**src/design/abts_pkg.sv**
```systemverilog
package abts_pkg;

	localparam int TREE_LEVELS = 7;
	localparam int VALUE_WIDTH = 32;
	localparam int NODE_COUNT = (1 << TREE_LEVELS) - 1;
	localparam int IDX_W = TREE_LEVELS;
	localparam int ADDR_W = TREE_LEVELS + 1;
	localparam int OP_W = 4;
	localparam int LEVEL_W = 3;
	localparam int ORDER_W = 7;
	localparam int STATUS_W = 2;
	localparam int OUT_W = 32;
	localparam int DEPTH_W = 3;

	typedef logic [VALUE_WIDTH-1:0] value_t;
	typedef logic [ADDR_W-1:0] addr_t;

	localparam addr_t NODE_CNT_A = ADDR_W'(NODE_COUNT);

	typedef enum logic [OP_W-1:0] {
		OP_READ,
		OP_WRITE,
		OP_PARENT,
		OP_LCHILD,
		OP_RCHILD,
		OP_LSIB,
		OP_RSIB,
		OP_DELETE,
		OP_CLEAR
	} op_t;

	typedef enum logic [STATUS_W-1:0] {
		ST_OK,
		ST_EMPTY,
		ST_CHILDREN,
		ST_BAD
	} status_t;

	typedef enum logic [2:0] {
		S_IDLE,
		S_FETCH,
		S_FETCH2,
		S_EXEC,
		S_DELETE,
		S_SCAN,
		S_DONE
	} state_t;

	typedef struct packed {
		addr_t rd_a_addr;
		addr_t rd_b_addr;
		logic wr_en;
		logic [IDX_W-1:0] wr_addr;
		value_t wr_data;
		logic clr_en;
		addr_t clr_addr;
		logic clr_all;
	} store_req_t;

	typedef struct packed {
		status_t status;
		logic signed [OUT_W-1:0] value_out;
		logic [DEPTH_W-1:0] tree_depth;
		logic tree_empty;
	} result_t;

	function automatic logic position_ok(logic [LEVEL_W-1:0] level, logic [ORDER_W-1:0] order);
		int first;
		if (level == '0 || int'(level) > TREE_LEVELS) begin
			return 1'b0;
		end
		first = 1 << (int'(level) - 1);
		return (order != '0) && (int'(order) <= first);
	endfunction

	function automatic addr_t position_index(logic [LEVEL_W-1:0] level,
			logic [ORDER_W-1:0] order);
		int first;
		if (level == '0) begin
			return '0;
		end
		first = 1 << (int'(level) - 1);
		return ADDR_W'(first + int'(order) - 2);
	endfunction

	function automatic logic [DEPTH_W-1:0] bit_length(addr_t n);
		int d;
		d = 0;
		for (int i = 0; i < ADDR_W; i++) begin
			if (n[i]) begin
				d = i + 1;
			end
		end
		return DEPTH_W'(d);
	endfunction

	function automatic logic signed [OUT_W-1:0] to_out(value_t v);
		logic signed [VALUE_WIDTH-1:0] s;
		s = v;
		return OUT_W'(s);
	endfunction

	function automatic addr_t child_left(addr_t i);
		return {i[ADDR_W-2:0], 1'b1};
	endfunction

	function automatic addr_t child_right(addr_t i);
		return {i[ADDR_W-2:0], 1'b0} + ADDR_W'(2);
	endfunction

	function automatic addr_t parent_of(addr_t i);
		return (i - ADDR_W'(1)) >> 1;
	endfunction

endpackage

```
**src/design/abts_ctrl.sv**
```systemverilog
module abts_ctrl (
	input logic clk,
	input logic arst_n,
	input logic in_valid,
	output logic in_stall,
	input logic [abts_pkg::OP_W-1:0] operation,
	input logic [abts_pkg::LEVEL_W-1:0] level,
	input logic [abts_pkg::ORDER_W-1:0] order,
	input logic signed [abts_pkg::OUT_W-1:0] value_in,
	input logic side,
	output logic res_valid,
	input logic res_take,
	output abts_pkg::result_t res,
	output abts_pkg::store_req_t req,
	input abts_pkg::value_t rd_a_data,
	input abts_pkg::value_t rd_b_data
);

	abts_pkg::state_t state_q, state_d;

	logic [abts_pkg::OP_W-1:0] op_q;
	logic pos_ok_q;
	abts_pkg::addr_t idx_q;
	abts_pkg::value_t val_q;
	logic side_q;
	abts_pkg::value_t pa_q;
	abts_pkg::value_t pb_q;
	abts_pkg::status_t status_q;
	logic signed [abts_pkg::OUT_W-1:0] vout_q;
	abts_pkg::addr_t scan_q;
	logic scan_vld_s1;
	abts_pkg::addr_t scan_idx_s1;
	abts_pkg::addr_t last_q;
	logic found_q;
	abts_pkg::value_t res_q;
	logic empty_q;
	abts_pkg::addr_t del_lo_q;
	abts_pkg::addr_t del_hi_q;
	abts_pkg::addr_t del_cur_q;

	abts_pkg::status_t exec_status;
	logic signed [abts_pkg::OUT_W-1:0] exec_vout;
	logic wr_go;
	logic del_go;
	logic clr_go;
	logic is_search;
	logic scan_hit;
	abts_pkg::addr_t scan_rel;
	abts_pkg::addr_t del_first;

	function automatic logic match_ok(logic [abts_pkg::OP_W-1:0] op, abts_pkg::addr_t i);
		logic ok;
		case (op) inside
			abts_pkg::OP_PARENT: ok = (i != '0);
			abts_pkg::OP_LCHILD, abts_pkg::OP_RCHILD: ok = 1'b1;
			abts_pkg::OP_LSIB: ok = (i >= abts_pkg::addr_t'(2)) && !i[0];
			abts_pkg::OP_RSIB: ok = i[0];
			default: ok = 1'b0;
		endcase
		return ok;
	endfunction

	assign is_search = (op_q >= abts_pkg::OP_PARENT) && (op_q <= abts_pkg::OP_RSIB);
	assign del_first = abts_pkg::child_left(idx_q) + abts_pkg::addr_t'(side_q);

	// related entry read on the second port during the scan
	always_comb begin
		case (op_q) inside
			abts_pkg::OP_PARENT: scan_rel = abts_pkg::parent_of(scan_q);
			abts_pkg::OP_LCHILD: scan_rel = abts_pkg::child_left(scan_q);
			abts_pkg::OP_RCHILD: scan_rel = abts_pkg::child_right(scan_q);
			abts_pkg::OP_LSIB: scan_rel = scan_q - abts_pkg::addr_t'(1);
			abts_pkg::OP_RSIB: scan_rel = scan_q + abts_pkg::addr_t'(1);
			default: scan_rel = scan_q;
		endcase
	end

	assign scan_hit = (val_q != '0) && (rd_a_data == val_q) && match_ok(op_q, scan_idx_s1);

	// decision once the addressed node (its parent for a write) and its children are fetched
	always_comb begin
		exec_status = abts_pkg::ST_OK;
		exec_vout = '0;
		wr_go = 1'b0;
		del_go = 1'b0;
		clr_go = 1'b0;
		case (op_q) inside
			abts_pkg::OP_READ: begin
				if (!pos_ok_q) begin
					exec_status = abts_pkg::ST_BAD;
				end else begin
					exec_vout = abts_pkg::to_out(pa_q);
				end
			end
			abts_pkg::OP_WRITE: begin
				if (!pos_ok_q) begin
					exec_status = abts_pkg::ST_BAD;
				end else if (val_q != '0 && idx_q != '0 && pa_q == '0) begin
					exec_status = abts_pkg::ST_EMPTY;
				end else if (val_q == '0 && (pb_q != '0 || rd_a_data != '0)) begin
					exec_status = abts_pkg::ST_CHILDREN;
				end else begin
					wr_go = 1'b1;
				end
			end
			abts_pkg::OP_PARENT, abts_pkg::OP_LCHILD, abts_pkg::OP_RCHILD,
			abts_pkg::OP_LSIB, abts_pkg::OP_RSIB: begin
				exec_status = abts_pkg::ST_OK;
			end
			abts_pkg::OP_DELETE: begin
				if (!pos_ok_q) begin
					exec_status = abts_pkg::ST_BAD;
				end else if (pa_q == '0) begin
					exec_status = abts_pkg::ST_EMPTY;
				end else begin
					del_go = 1'b1;
				end
			end
			abts_pkg::OP_CLEAR: begin
				clr_go = 1'b1;
			end
			default: begin
				exec_status = abts_pkg::ST_BAD;
			end
		endcase
	end

	// next state
	always_comb begin
		state_d = state_q;
		unique case (state_q)
			abts_pkg::S_IDLE: begin
				if (in_valid) begin
					state_d = abts_pkg::S_FETCH;
				end
			end
			abts_pkg::S_FETCH: state_d = abts_pkg::S_FETCH2;
			abts_pkg::S_FETCH2: state_d = abts_pkg::S_EXEC;
			abts_pkg::S_EXEC: begin
				state_d = del_go ? abts_pkg::S_DELETE : abts_pkg::S_SCAN;
			end
			abts_pkg::S_DELETE: begin
				if (del_cur_q >= abts_pkg::NODE_CNT_A) begin
					state_d = abts_pkg::S_SCAN;
				end
			end
			abts_pkg::S_SCAN: begin
				if (scan_q == abts_pkg::NODE_CNT_A && scan_vld_s1) begin
					state_d = abts_pkg::S_DONE;
				end
			end
			abts_pkg::S_DONE: begin
				if (res_take) begin
					state_d = abts_pkg::S_IDLE;
				end
			end
			default: state_d = abts_pkg::S_IDLE;
		endcase
	end

	// outputs and store requests
	always_comb begin
		in_stall = 1'b1;
		res_valid = 1'b0;
		req = '0;
		unique case (state_q)
			abts_pkg::S_IDLE: in_stall = 1'b0;
			abts_pkg::S_FETCH: begin
				req.rd_a_addr = (op_q == abts_pkg::OP_WRITE) ? abts_pkg::parent_of(idx_q) : idx_q;
				req.rd_b_addr = abts_pkg::child_left(idx_q);
			end
			abts_pkg::S_FETCH2: req.rd_a_addr = abts_pkg::child_right(idx_q);
			abts_pkg::S_EXEC: begin
				req.wr_en = wr_go;
				req.wr_addr = idx_q[abts_pkg::IDX_W-1:0];
				req.wr_data = val_q;
				req.clr_all = clr_go;
			end
			abts_pkg::S_DELETE: begin
				req.clr_en = del_cur_q < abts_pkg::NODE_CNT_A;
				req.clr_addr = del_cur_q;
			end
			abts_pkg::S_SCAN: begin
				req.rd_a_addr = scan_q;
				req.rd_b_addr = scan_rel;
			end
			abts_pkg::S_DONE: res_valid = 1'b1;
			default: in_stall = 1'b1;
		endcase
	end

	always_comb begin
		res.tree_depth = abts_pkg::bit_length(last_q);
		res.tree_empty = empty_q;
		if (is_search) begin
			res.status = (found_q && !empty_q) ? abts_pkg::ST_OK : abts_pkg::ST_EMPTY;
			res.value_out = (found_q && !empty_q) ? abts_pkg::to_out(res_q) : '0;
		end else begin
			res.status = status_q;
			res.value_out = vout_q;
		end
	end

	always_ff @(posedge clk or negedge arst_n) begin
		if (!arst_n) begin
			state_q <= abts_pkg::S_IDLE;
			scan_vld_s1 <= 1'b0;
		end else begin
			state_q <= state_d;
			scan_vld_s1 <= (state_q == abts_pkg::S_SCAN) && (scan_q < abts_pkg::NODE_CNT_A);
		end
	end

	always_ff @(posedge clk) begin
		case (state_q)
			abts_pkg::S_IDLE: begin
				if (in_valid) begin
					op_q <= operation;
					pos_ok_q <= abts_pkg::position_ok(level, order);
					idx_q <= abts_pkg::position_ok(level, order) ?
						abts_pkg::position_index(level, order) : '0;
					val_q <= abts_pkg::VALUE_WIDTH'(value_in);
					side_q <= side;
					scan_q <= '0;
					last_q <= '0;
					found_q <= 1'b0;
					empty_q <= 1'b1;
				end
			end
			abts_pkg::S_FETCH2: begin
				pa_q <= rd_a_data;
				pb_q <= rd_b_data;
			end
			abts_pkg::S_EXEC: begin
				status_q <= exec_status;
				vout_q <= exec_vout;
				del_lo_q <= del_first;
				del_hi_q <= del_first;
				del_cur_q <= del_first;
			end
			abts_pkg::S_DELETE: begin
				// walk the subtree one level range at a time
				if (del_cur_q == del_hi_q) begin
					del_lo_q <= abts_pkg::child_left(del_lo_q);
					del_hi_q <= abts_pkg::child_right(del_hi_q);
					del_cur_q <= abts_pkg::child_left(del_lo_q);
				end else begin
					del_cur_q <= del_cur_q + abts_pkg::addr_t'(1);
				end
			end
			abts_pkg::S_SCAN: begin
				if (scan_q < abts_pkg::NODE_CNT_A) begin
					scan_q <= scan_q + abts_pkg::addr_t'(1);
				end
				scan_idx_s1 <= scan_q;
				if (scan_vld_s1) begin
					if (rd_a_data != '0) begin
						last_q <= scan_idx_s1 + abts_pkg::addr_t'(1);
					end
					if (scan_idx_s1 == '0) begin
						empty_q <= (rd_a_data == '0);
					end
					// later matches overwrite earlier ones
					if (scan_hit) begin
						found_q <= 1'b1;
						res_q <= rd_b_data;
					end
				end
			end
			default: begin
			end
		endcase
	end

endmodule

```
**config.mk**
```make
export PLATFORM = sky130hd
export DESIGN_NAME = abts_ctrl
export DESIGN_NICKNAME = d
export VERILOG_FILES = /design/src/design/abts_pkg.sv /design/src/design/abts_ctrl.sv
export SDC_FILE = /design/constraint.sdc
export NUM_CORES = 1
export LEC_CHECK = 0
export BUFFER_PORTS_ARGS = -buffer_cell sky130_fd_sc_hd__buf_4
export CELL_PAD_IN_SITES_DETAIL_PLACEMENT = 1
export CELL_PAD_IN_SITES_GLOBAL_PLACEMENT = 1
export CORE_ASPECT_RATIO = 0.6
export CORE_MARGIN = 2
export CORE_UTILIZATION = 40
export CTS_BUF_LIST = sky130_fd_sc_hd__clkbuf_16
export CTS_CLUSTER_DIAMETER = 100
export DETAILED_ROUTE_END_ITERATION = 10
export PLACE_DENSITY_LB_ADDON = 0.08
export SYNTH_ARGS = -nofsm -noshare
export SYNTH_HDL_FRONTEND = slang
export SYNTH_SLANG_ARGS = --single-unit
```
**constraint.sdc**
```tcl
create_clock -name clk -period 3.8 [get_ports clk]
set_clock_uncertainty 0.15 [all_clocks]
set_input_delay 0.19 -clock clk [delete_from_list [all_inputs] [get_ports clk]]
set_output_delay 0.19 -clock clk [all_outputs]
set_load 0.05 [all_outputs]
```
==> metrics.txt, run 1 <==
Synth cell types=70; worst-margin pin slew=1.10 ns; antenna violations before repair=0; Final Hold Fails=0; # DRC=0; Worst setup EP type=output pin; synth top area cells=edfxtp_1 57%, and2_1 4.1%, ha_1 3.8%, xnor2_1 3.2%, xor2_1 2.7%; Setup Viol. Count Final=0; Peak VDD IR=423 µV; CTS tree=done; vias=9,693; critical path type=reg2out; EDFF count, synth=225; slew margin rel.=26.2%; Core ar.=0.0289 mm²; DR WL met3=2.67 mm; Tot GR Track Use=26.1%; first-iteration detailed-routing DRC count=872; Slew Viols, Final=0; Root Driver=clkbuf_16; worst r2r dst=res_q[9]; layout cells sized above 1=21.9%; Die X=226 µm; Routed met1 length=19.7 mm; Synth area leader=edfxtp_1; Ys Warns=0; hold depth=4; Starting Density=40.9%; CTS buffer count=24; First-pass DRT Iterations=5; final net count=1,486; final worst setup slack=0.404 ns; most common cell after layout, fill and taps aside=buf_4; Synth Net Count=1,157; DR vias/cell=5.54; PwrDens=666 mW/mm²; status=completed; die area=0.0310 mm²; placed instance area=0.0140 mm²; Final GP Congestion=0.848; largest net degree at the start of global routing=74; crit path max fanout=13; min-delay src=order[0]; Port Buffers=220; WP data required=3.46 ns; highest metal used=met4; clk sink count=229; syn avg cell area=11.8 µm²; ys async rst share=1.75%; final period utilization=89.4%; Die Span Y=137 µm; WHS Endpoint=idx_q[0]; Hold Crit Class=in2reg; Final min period=3.40 ns; setup TNS=0 ns; most frequent cells in the layout=245 x buf_4, 225 x edfxtp_1, 104 x dlygate4sd3_1; Max clock buf depth=3; pre-CTS setup slack=0.437 ns; r2r setup slk=0.84 ns; aggregate global routing overflow=0; overall routed net length=40.4 mm; Antenna Nets Post-Route=0; vias in the first global route=9,598; IO Pins=221; Most used DFF post-synth=edfxtp_1; CTS clk-pin slew, worst paths=0.07 ns; #FFs+latches synth=229; Layout area overhead=33.9%; global-route wire length before repair=60.4 mm; PostCTS Resize Cnt=0; met2 routed WL=17.4 mm; max cap viols=0; clk_lat worst skew=0.53 ns; Placement Rows=48; Critical R2R Launch=state_q[2]; reg2reg path depth=6; Antenna diodes=0; FMAX=295 MHz; sequential share of the synthesized area=58.0%; final hold slack=0.0751 ns; Post-Synthesis Cells=1,005; Post-Syn Area=0.0118 mm²; hpwl dp=29.0 mm; CP Launch Type=flip-flop; post-route cell area=0.0158 mm²; RSZ-0062 raised after global routing=no; area share of the largest cell type after synthesis=57.1%; CP arrival=3.06 ns; CTS H-tree depth=1; Lkg Pwr=6.10 nW; wire per inst=23.1 µm
## flip-flops by register name (all words and copies together), names as in the netlist, 2 cells and up
name / cells
del_cur_q: 8
del_lo_q: 7
op_q: 4
del_hi_q: 8
pb_q: 32
idx_q: 8
status_q: 2
scan_q: 8
scan_idx_s1: 8
state_q: 3
res_q: 32
vout_q: 32
val_q: 32
last_q: 8
pa_q: 32
## worst max path at each step
stage	from	end	depth (start not counted)
2_1_floorplan	state_q[2]	last_q[0]	5
3_3_place_gp	level[0]	idx_q[7]	13
3_5_place_dp	level[0]	idx_q[7]	13
4_1_cts	scan_q[1]	req[54]	8
5_1_grt	scan_q[1]	req[54]	8
6_report	op_q[0]	req[64]	6
## layout make-up
type,instances,area (µm²)
fillers,3085,13100
flip-flops and latches,229,6860
multi-input cells,688,4640
repair buffers,350,2900
clock buffers,25,626
well taps,400,500
clock inverters,18,165
inverters,41,154
## stage by stage
| stage | power [W] | cells | utilization [%] |
|---|---|---|---|
| 2_1_floorplan | 0.00651 | 1005 | - |
| 3_3_place_gp | 0.00796 | 1604 | 48.4 |
| 3_5_place_dp | 0.00803 | 1604 | 48.4 |
| 4_1_cts | 0.0105 | 1751 | 54.7 |
| 5_1_grt | 0.0110 | 1751 | 54.7 |
| 6_report | 0.0106 | 1751 | 54.7 |
## cell usage after synthesis (4+ instances only)
cell type  number
a211oi_1        8
a21o_1          4
a21oi_1        36
a221o_1         4
a22o_1         35
a22oi_1         5
and2_1         78
and3_1         15
buf_1           4
buf_2          15
clkbuf_1       26
dfrtp_1         4
edfxtp_1      225
ha_1           36
inv_1          41
mux2i_1        10
nand2_1        64
nand2b_1       10
nand3_1        26
nand3b_1        4
nand4_1        21
nor2_1         65
nor2b_1         8
nor3_1         19
nor4_1         39
o21a_1          7
o21ai_0        39
o221ai_1        4
o22ai_1         4
or3_1           7
xnor2_1        43
xor2_1         37
## power by group
| part | switching, W | total (W) | internal, W |
|---|---|---|---|
| logic | 0.00283 | 0.00416 | 0.00134 |
| clock network | 0.00104 | 0.00243 | 0.00140 |
| registers | 0.000464 | 0.00395 | 0.00349 |
| total | 0.00433 | 0.0106 | 0.00622 |
## layer usage
layer / vias up / track usage (%)
met1: 4925 / 40.1
met4: 0 / 4.64
li1: 4412 / -
met5: - / 0
met3: 40 / 4.73
met2: 316 / 38.6
## worst max-delay path, stage by stage, from the launching register on
cell and delay (ns):
edfxtp_1 0.61, nor2b_1 0.54, nand2_1 0.38, a311o_1 0.41
o21ai_0 0.06, o21ai_0 0.24, buf_4 0.28
## kinds of logic (layout without fill, tap and decap cells)
group           Yosys count  after routing  synth area share (%)
compound gates          184            184                  10.8
xor+xnor                 80             80                  5.92
fa+ha+maj                37             37                  3.98
buf+inv                  88            434                  3.05
flops                   229            229                  58.0
mux                      10             10                 0.846
simple gates            377            377                  17.5
## what timing repair did
action | CTS | global route
hold endpoints to repair | 140 | 0
hold buffers | 104 | 0
setup buffers | 0 | 0
(Power assumes the default switching activity.)
==> run 2: changes to the inputs <==
- CTS_BUF_LIST: sky130_fd_sc_hd__clkbuf_16 -> not set
==> run 2 against run 1 <==
Maximum frequency increased by 1.0%; cell area is the same; sequential share of layout area unchanged; non-clock buffer count unchanged; first-iteration DRC count down 1.5%; critical path type unchanged; sequential power is essentially flat.
==> metrics.txt, run 2 (same netlist as run 1, synthesis figures left out) <==
vias in the first global route=9,598 (unchanged); setup TNS=0 ns (unchanged); layout cells sized above 1=21.9% (unchanged); WP data required=3.46 ns (about the same); aggregate global routing overflow=0 (unchanged); global-route wire length before repair=60.4 mm (unchanged); CTS H-tree depth=1 (unchanged); non-filler cells, final=1,751 (unchanged); IO Pins=221 (unchanged); clk sink count=229 (unchanged); CTS tree=done; Antenna Nets Post-Route=0 (unchanged); Die Span Y=137 µm (unchanged); Core ar.=0.0289 mm² (unchanged); slew margin rel.=26.3% (+0.031 points); Port Buffers=220 (unchanged); FMAX=298 MHz (+1.0%); vias=9,715 (+0.23%); max cap viols=0 (unchanged); # DRC=0 (unchanged); CP Launch Type=flip-flop; CTS buffer count=24 (unchanged); most common cell after layout, fill and taps aside=buf_4; Setup Viol. Count Final=0 (unchanged); critical path type=reg2out; final net count=1,486 (unchanged); Tot GR Track Use=26.1% (unchanged); wire per inst=23.0 µm (about the same); postcts setup bufs=0 (unchanged); Peak VDD IR=423 µV (about the same); crit path max fanout=13 (unchanged); largest net degree at the start of global routing=74 (unchanged); Slew Viols, Final=0 (unchanged); Antenna diodes=0 (unchanged); DR vias/cell=5.55 (+0.23%); status=completed; dpl cells=1,604 (unchanged); CTS Hold Bufs=104 (unchanged); Placement Rows=48 (unchanged); CTS clk-pin slew, worst paths=0.07 ns (about the same); CP arrival=3.02 ns (-0.04 ns); Root Driver=clkbuf_16; die area=0.0310 mm² (unchanged); RSZ-0062 raised after global routing=no; Lkg Pwr=6.08 nW (-0.34%); Final Hold Fails=0 (unchanged); first-iteration detailed-routing DRC count=859 (-1.5%); clk_lat worst skew=0.53 ns (about the same); hpwl dp=29.0 mm (unchanged); Die X=226 µm (unchanged); most frequent cells in the layout=245 x buf_4, 225 x edfxtp_1, 104 x dlygate4sd3_1; antenna violations before repair=0 (unchanged); PwrDens=666 mW/mm² (about the same); worst-margin pin slew=1.10 ns (-0.000465 ns); First-pass DRT Iterations=5 (unchanged); Layout area overhead=33.9% (unchanged); Starting Density=40.9% (unchanged); final period utilization=88.5% (-0.90 points); overall routed net length=40.4 mm (about the same); Final GP Congestion=0.848 (unchanged); Hold Crit Class=in2reg; Worst setup EP type=output pin; PostCTS Resize Cnt=0 (unchanged); Max clock buf depth=3 (unchanged); Final min period=3.36 ns (-0.0344 ns); fillers=3,085 (unchanged)
run 2: cell types whose count changed in the layout (fill, tap and decap cells not counted):
cell / previous run / this run
inv_1: 45 / 40
clkbuf_1: 0 / 5
run 2: power breakdown:
group          total [W]  internal, W  switching, W
Clock            0.00244      0.00141       0.00103
Sequential       0.00395      0.00349      0.000464
Combinational    0.00416      0.00134       0.00283
Total             0.0106      0.00623       0.00433
run 2: final cells by class:
type / instances / area, µm² / area share [%]
clock buffers: 30 / 644 / 4.07
clock inverters: 13 / 146 / 0.924
inverters: 41 / 154 / 0.971
multi-input cells: 688 / 4640 / 29.3
flip-flops and latches: 229 / 6860 / 43.3
well taps: 400 / 500 / 3.16
repair buffers: 350 / 2900 / 18.3
run 2: final timing paths:
path	from	to	slack (ns)	depth (start not counted)
setup / recovery	op_q[0]	req[64]	0.44	6
hold / removal	order[0]	idx_q[0]	0.07	4
setup reg to reg	state_q[2]	res_q[26]	0.84	6
hold reg to reg	pa_q[18]	vout_q[18]	0.40	1
max in group asynchronous	arst_n	state_q[2]	2.88	3
min in group asynchronous	arst_n	scan_vld_s1	0.43	3
run 2: worst max-delay path: stages (launching register included):
cell      delay [ns]
edfxtp_1        0.61
nor2b_1         0.51
nand2_1         0.37
a311o_1         0.41
o21ai_0         0.06
o21ai_0         0.24
buf_4           0.28
run 2: layer usage:
metal / routed length (µm) / share of wire (%) / GRT usage, %
met5: 0 / 0 / 0
met4: 623 / 1.5 / 4.64
met3: 2610 / 6.5 / 4.73
met2: 17400 / 43 / 38.6
met1: 19700 / 49 / 40.1
run 2: through the flow:
step | power, W | hold slack (ns) | util (%) | cell area [µm²] | setup WS [ns]
6_report | 0.0106 | 0.0744 | 54.7 | 15800 | 0.439
5_1_grt | 0.0110 | 0.0929 | 54.7 | 15800 | 0.277
4_1_cts | 0.0106 | 0.0531 | 54.7 | 15800 | 0.476
3_5_place_dp | 0.00803 | -0.154 | 48.4 | 14000 | 0.437
3_3_place_gp | 0.00796 | -0.153 | 48.4 | 14000 | 0.515
2_1_floorplan | 0.00651 | -0.256 | - | 11800 | 0.133
==> run 3: changes to the inputs <==
==> constraint.sdc (replaced) <==
create_clock -name clk -period 3.8 [get_ports clk]
set_clock_uncertainty 0.15 [all_clocks]
set_input_delay 0.95 -clock clk [delete_from_list [all_inputs] [get_ports clk]]
set_output_delay 0.95 -clock clk [all_outputs]
set_load 0.05 [all_outputs]
==> run 3 against run 2 <==
Critical path depth is 2 higher; global-route usage is 0.36 points lower; setup slack worse by 0.42 ns; clock power hardly changed; first-iteration DRC count is 5.0% lower; highest routed layer unchanged.
==> metrics.txt, run 3 (same netlist as run 1, synthesis figures left out) <==
WP data required=2.70 ns (-0.76 ns); wire per inst=23.2 µm (+0.79%); PwrDens=684 mW/mm² (+2.7%); First-pass DRT Iterations=5 (unchanged); CTS buffer count=24 (unchanged); hpwl dp=30.5 mm (+5.0%); CTS tree=done; Final GP Congestion=0.867 (+2.3%); Tot GR Track Use=25.7% (-0.36 points); Port Buffers=220 (unchanged); RSZ-0062 raised after global routing=yes; die area=0.0310 mm² (unchanged); global-route wire length before repair=59.2 mm (-2.0%); worst r2r dst=res_q[8]; Starting Density=40.9% (unchanged); r2r setup slk=0.89 ns (+0.05 ns); Setup Viol. Count Final=0 (unchanged); Hold Crit Class=in2async; Critical R2R Launch=state_q[0]; CP arrival=2.68 ns (-0.34 ns); Max clock buf depth=3 (unchanged); Final min period=3.78 ns (+0.415 ns); layout cells sized above 1=30.5% (+8.6 points); vias in the first global route=9,283 (-3.3%); IO Pins=221 (unchanged); non-filler cells, final=1,723 (-1.6%); final net count=1,457 (-2.0%); Lkg Pwr=6.05 nW (-0.56%); worst-margin pin slew=1.02 ns (-0.0819 ns); Core ar.=0.0289 mm² (unchanged); crit path max fanout=4 (-9); setup TNS=0 ns (unchanged); FMAX=265 MHz (-11%); GRT Max-Usage Layer=met1; Slew Viols, Final=0 (unchanged); final period utilization=99.4% (+11 points); first-iteration detailed-routing DRC count=816 (-5.0%); reg2reg path depth=8 (+2); final hold slack=0.0465 ns (-0.0280 ns); Die Span Y=137 µm (unchanged); CP Launch Type=flip-flop; Worst setup EP type=output pin; overall routed net length=40.0 mm (-0.82%); max cap viols=0 (unchanged); Root Driver=clkbuf_16; clk sink count=229 (unchanged); aggregate global routing overflow=0 (unchanged); DR vias/cell=5.47 (-1.4%); Peak VDD IR=340 µV (-20%); most frequent cells in the layout=309 x buf_4, 225 x edfxtp_1, 78 x and2_1; Die X=226 µm (unchanged); status=completed; CTS H-tree depth=1 (unchanged); Layout area overhead=32.2%; dpl cells=1,651 (+2.9%); GRT met3 Usage=5.42% (+0.68 points); vias=9,425 (-3.0%); critical path type=reg2out; Antenna diodes=0 (unchanged); antenna violations before repair=0 (unchanged); CTS Hold Bufs=0 (-100%); Final Power=0.0107 W (+1.4%); Final Hold Fails=0 (unchanged); grt met2 use=35.3% (-3.3 points); clk_lat worst skew=0.54 ns (about the same); Antenna Nets Post-Route=0 (unchanged); Placement Rows=48 (unchanged); slew margin rel.=31.9% (+5.6 points); most common cell after layout, fill and taps aside=buf_4; largest net degree at the start of global routing=65 (-12%); CTS clk-pin slew, worst paths=0.07 ns (about the same); # DRC=0 (unchanged); met1 Use GR=41.3% (+1.2 points)
## run 3: cell types whose count changed in the layout (fill, tap and decap cells not counted), sizes merged
cell         before  now
buf             246  321
clkinvlp          2    4
dlygate4sd3     104    0
inv              42   40
clkinv            7    8
## run 3: layout make-up
| class | instances | area (µm²) |
|---|---|---|
| Inverter | 41 | 161 |
| Clock inverter | 14 | 150 |
| Tap cell | 400 | 500 |
| Clock buffer | 30 | 644 |
| Fill cell | 3103 | 13300 |
| Timing Repair Buffer | 321 | 2480 |
| Multi-Input combinational cell | 688 | 4850 |
| Sequential cell | 229 | 6860 |
## run 3: worst max-delay path by stage
stage,slack (ns),cells after the start,to,startpoint
3_3_place_gp,-0.14,10,req[49],rd_a_data[9]
5_1_grt,-0.04,8,req[56],scan_q[1]
2_1_floorplan,0.01,12,idx_q[7],level[0]
6_report,0.02,8,req[56],scan_q[1]
4_1_cts,0.0009,11,req[49],rd_a_data[1]
3_5_place_dp,-0.29,11,req[49],rd_a_data[1]
## run 3: worst max-delay path, cell delays in order, from the launching register on
cell	delay (ns)
edfxtp_1	0.41
inv_2	0.11
ha_4	0.17
or4b_4	0.47
a21oi_2	0.16
o21ai_1	0.10
a211oi_2	0.31
o221ai_1	0.19
buf_4	0.22
## run 3: timing repair
action | 4_1_cts | 5_1_grt
gates resized for setup | 14 | 38
pin swaps | 4 | 9
setup buffers | 16 | 12
gates cloned | 0 | 0
endpoints found under the setup margin | 30 | 30
## run 3: stage by stage
| step | utilization (%) | worst slack [ns] | area (µm²) |
|---|---|---|---|
| global placement | 49.6 | -0.140 | 14400 |
| detailed placement | 49.6 | -0.295 | 14400 |
| floorplan | - | 0.0104 | 11800 |
| global route | 54.0 | -0.0421 | 15600 |
| CTS | 53.1 | 0.000945 | 15400 |
| finish | 54.0 | 0.0238 | 15600 |
## run 3: where the power goes
group	internal [W]	switching (W)
registers	0.00349	0.000429
logic	0.00144	0.00292
clock network	0.00141	0.00101
## run 3: metal layers
metal	wire (µm)	up-vias
met1	20300	4735
met2	16300	293
met4	627	0
li1	-	4358
met3	2800	39
met5	0	-
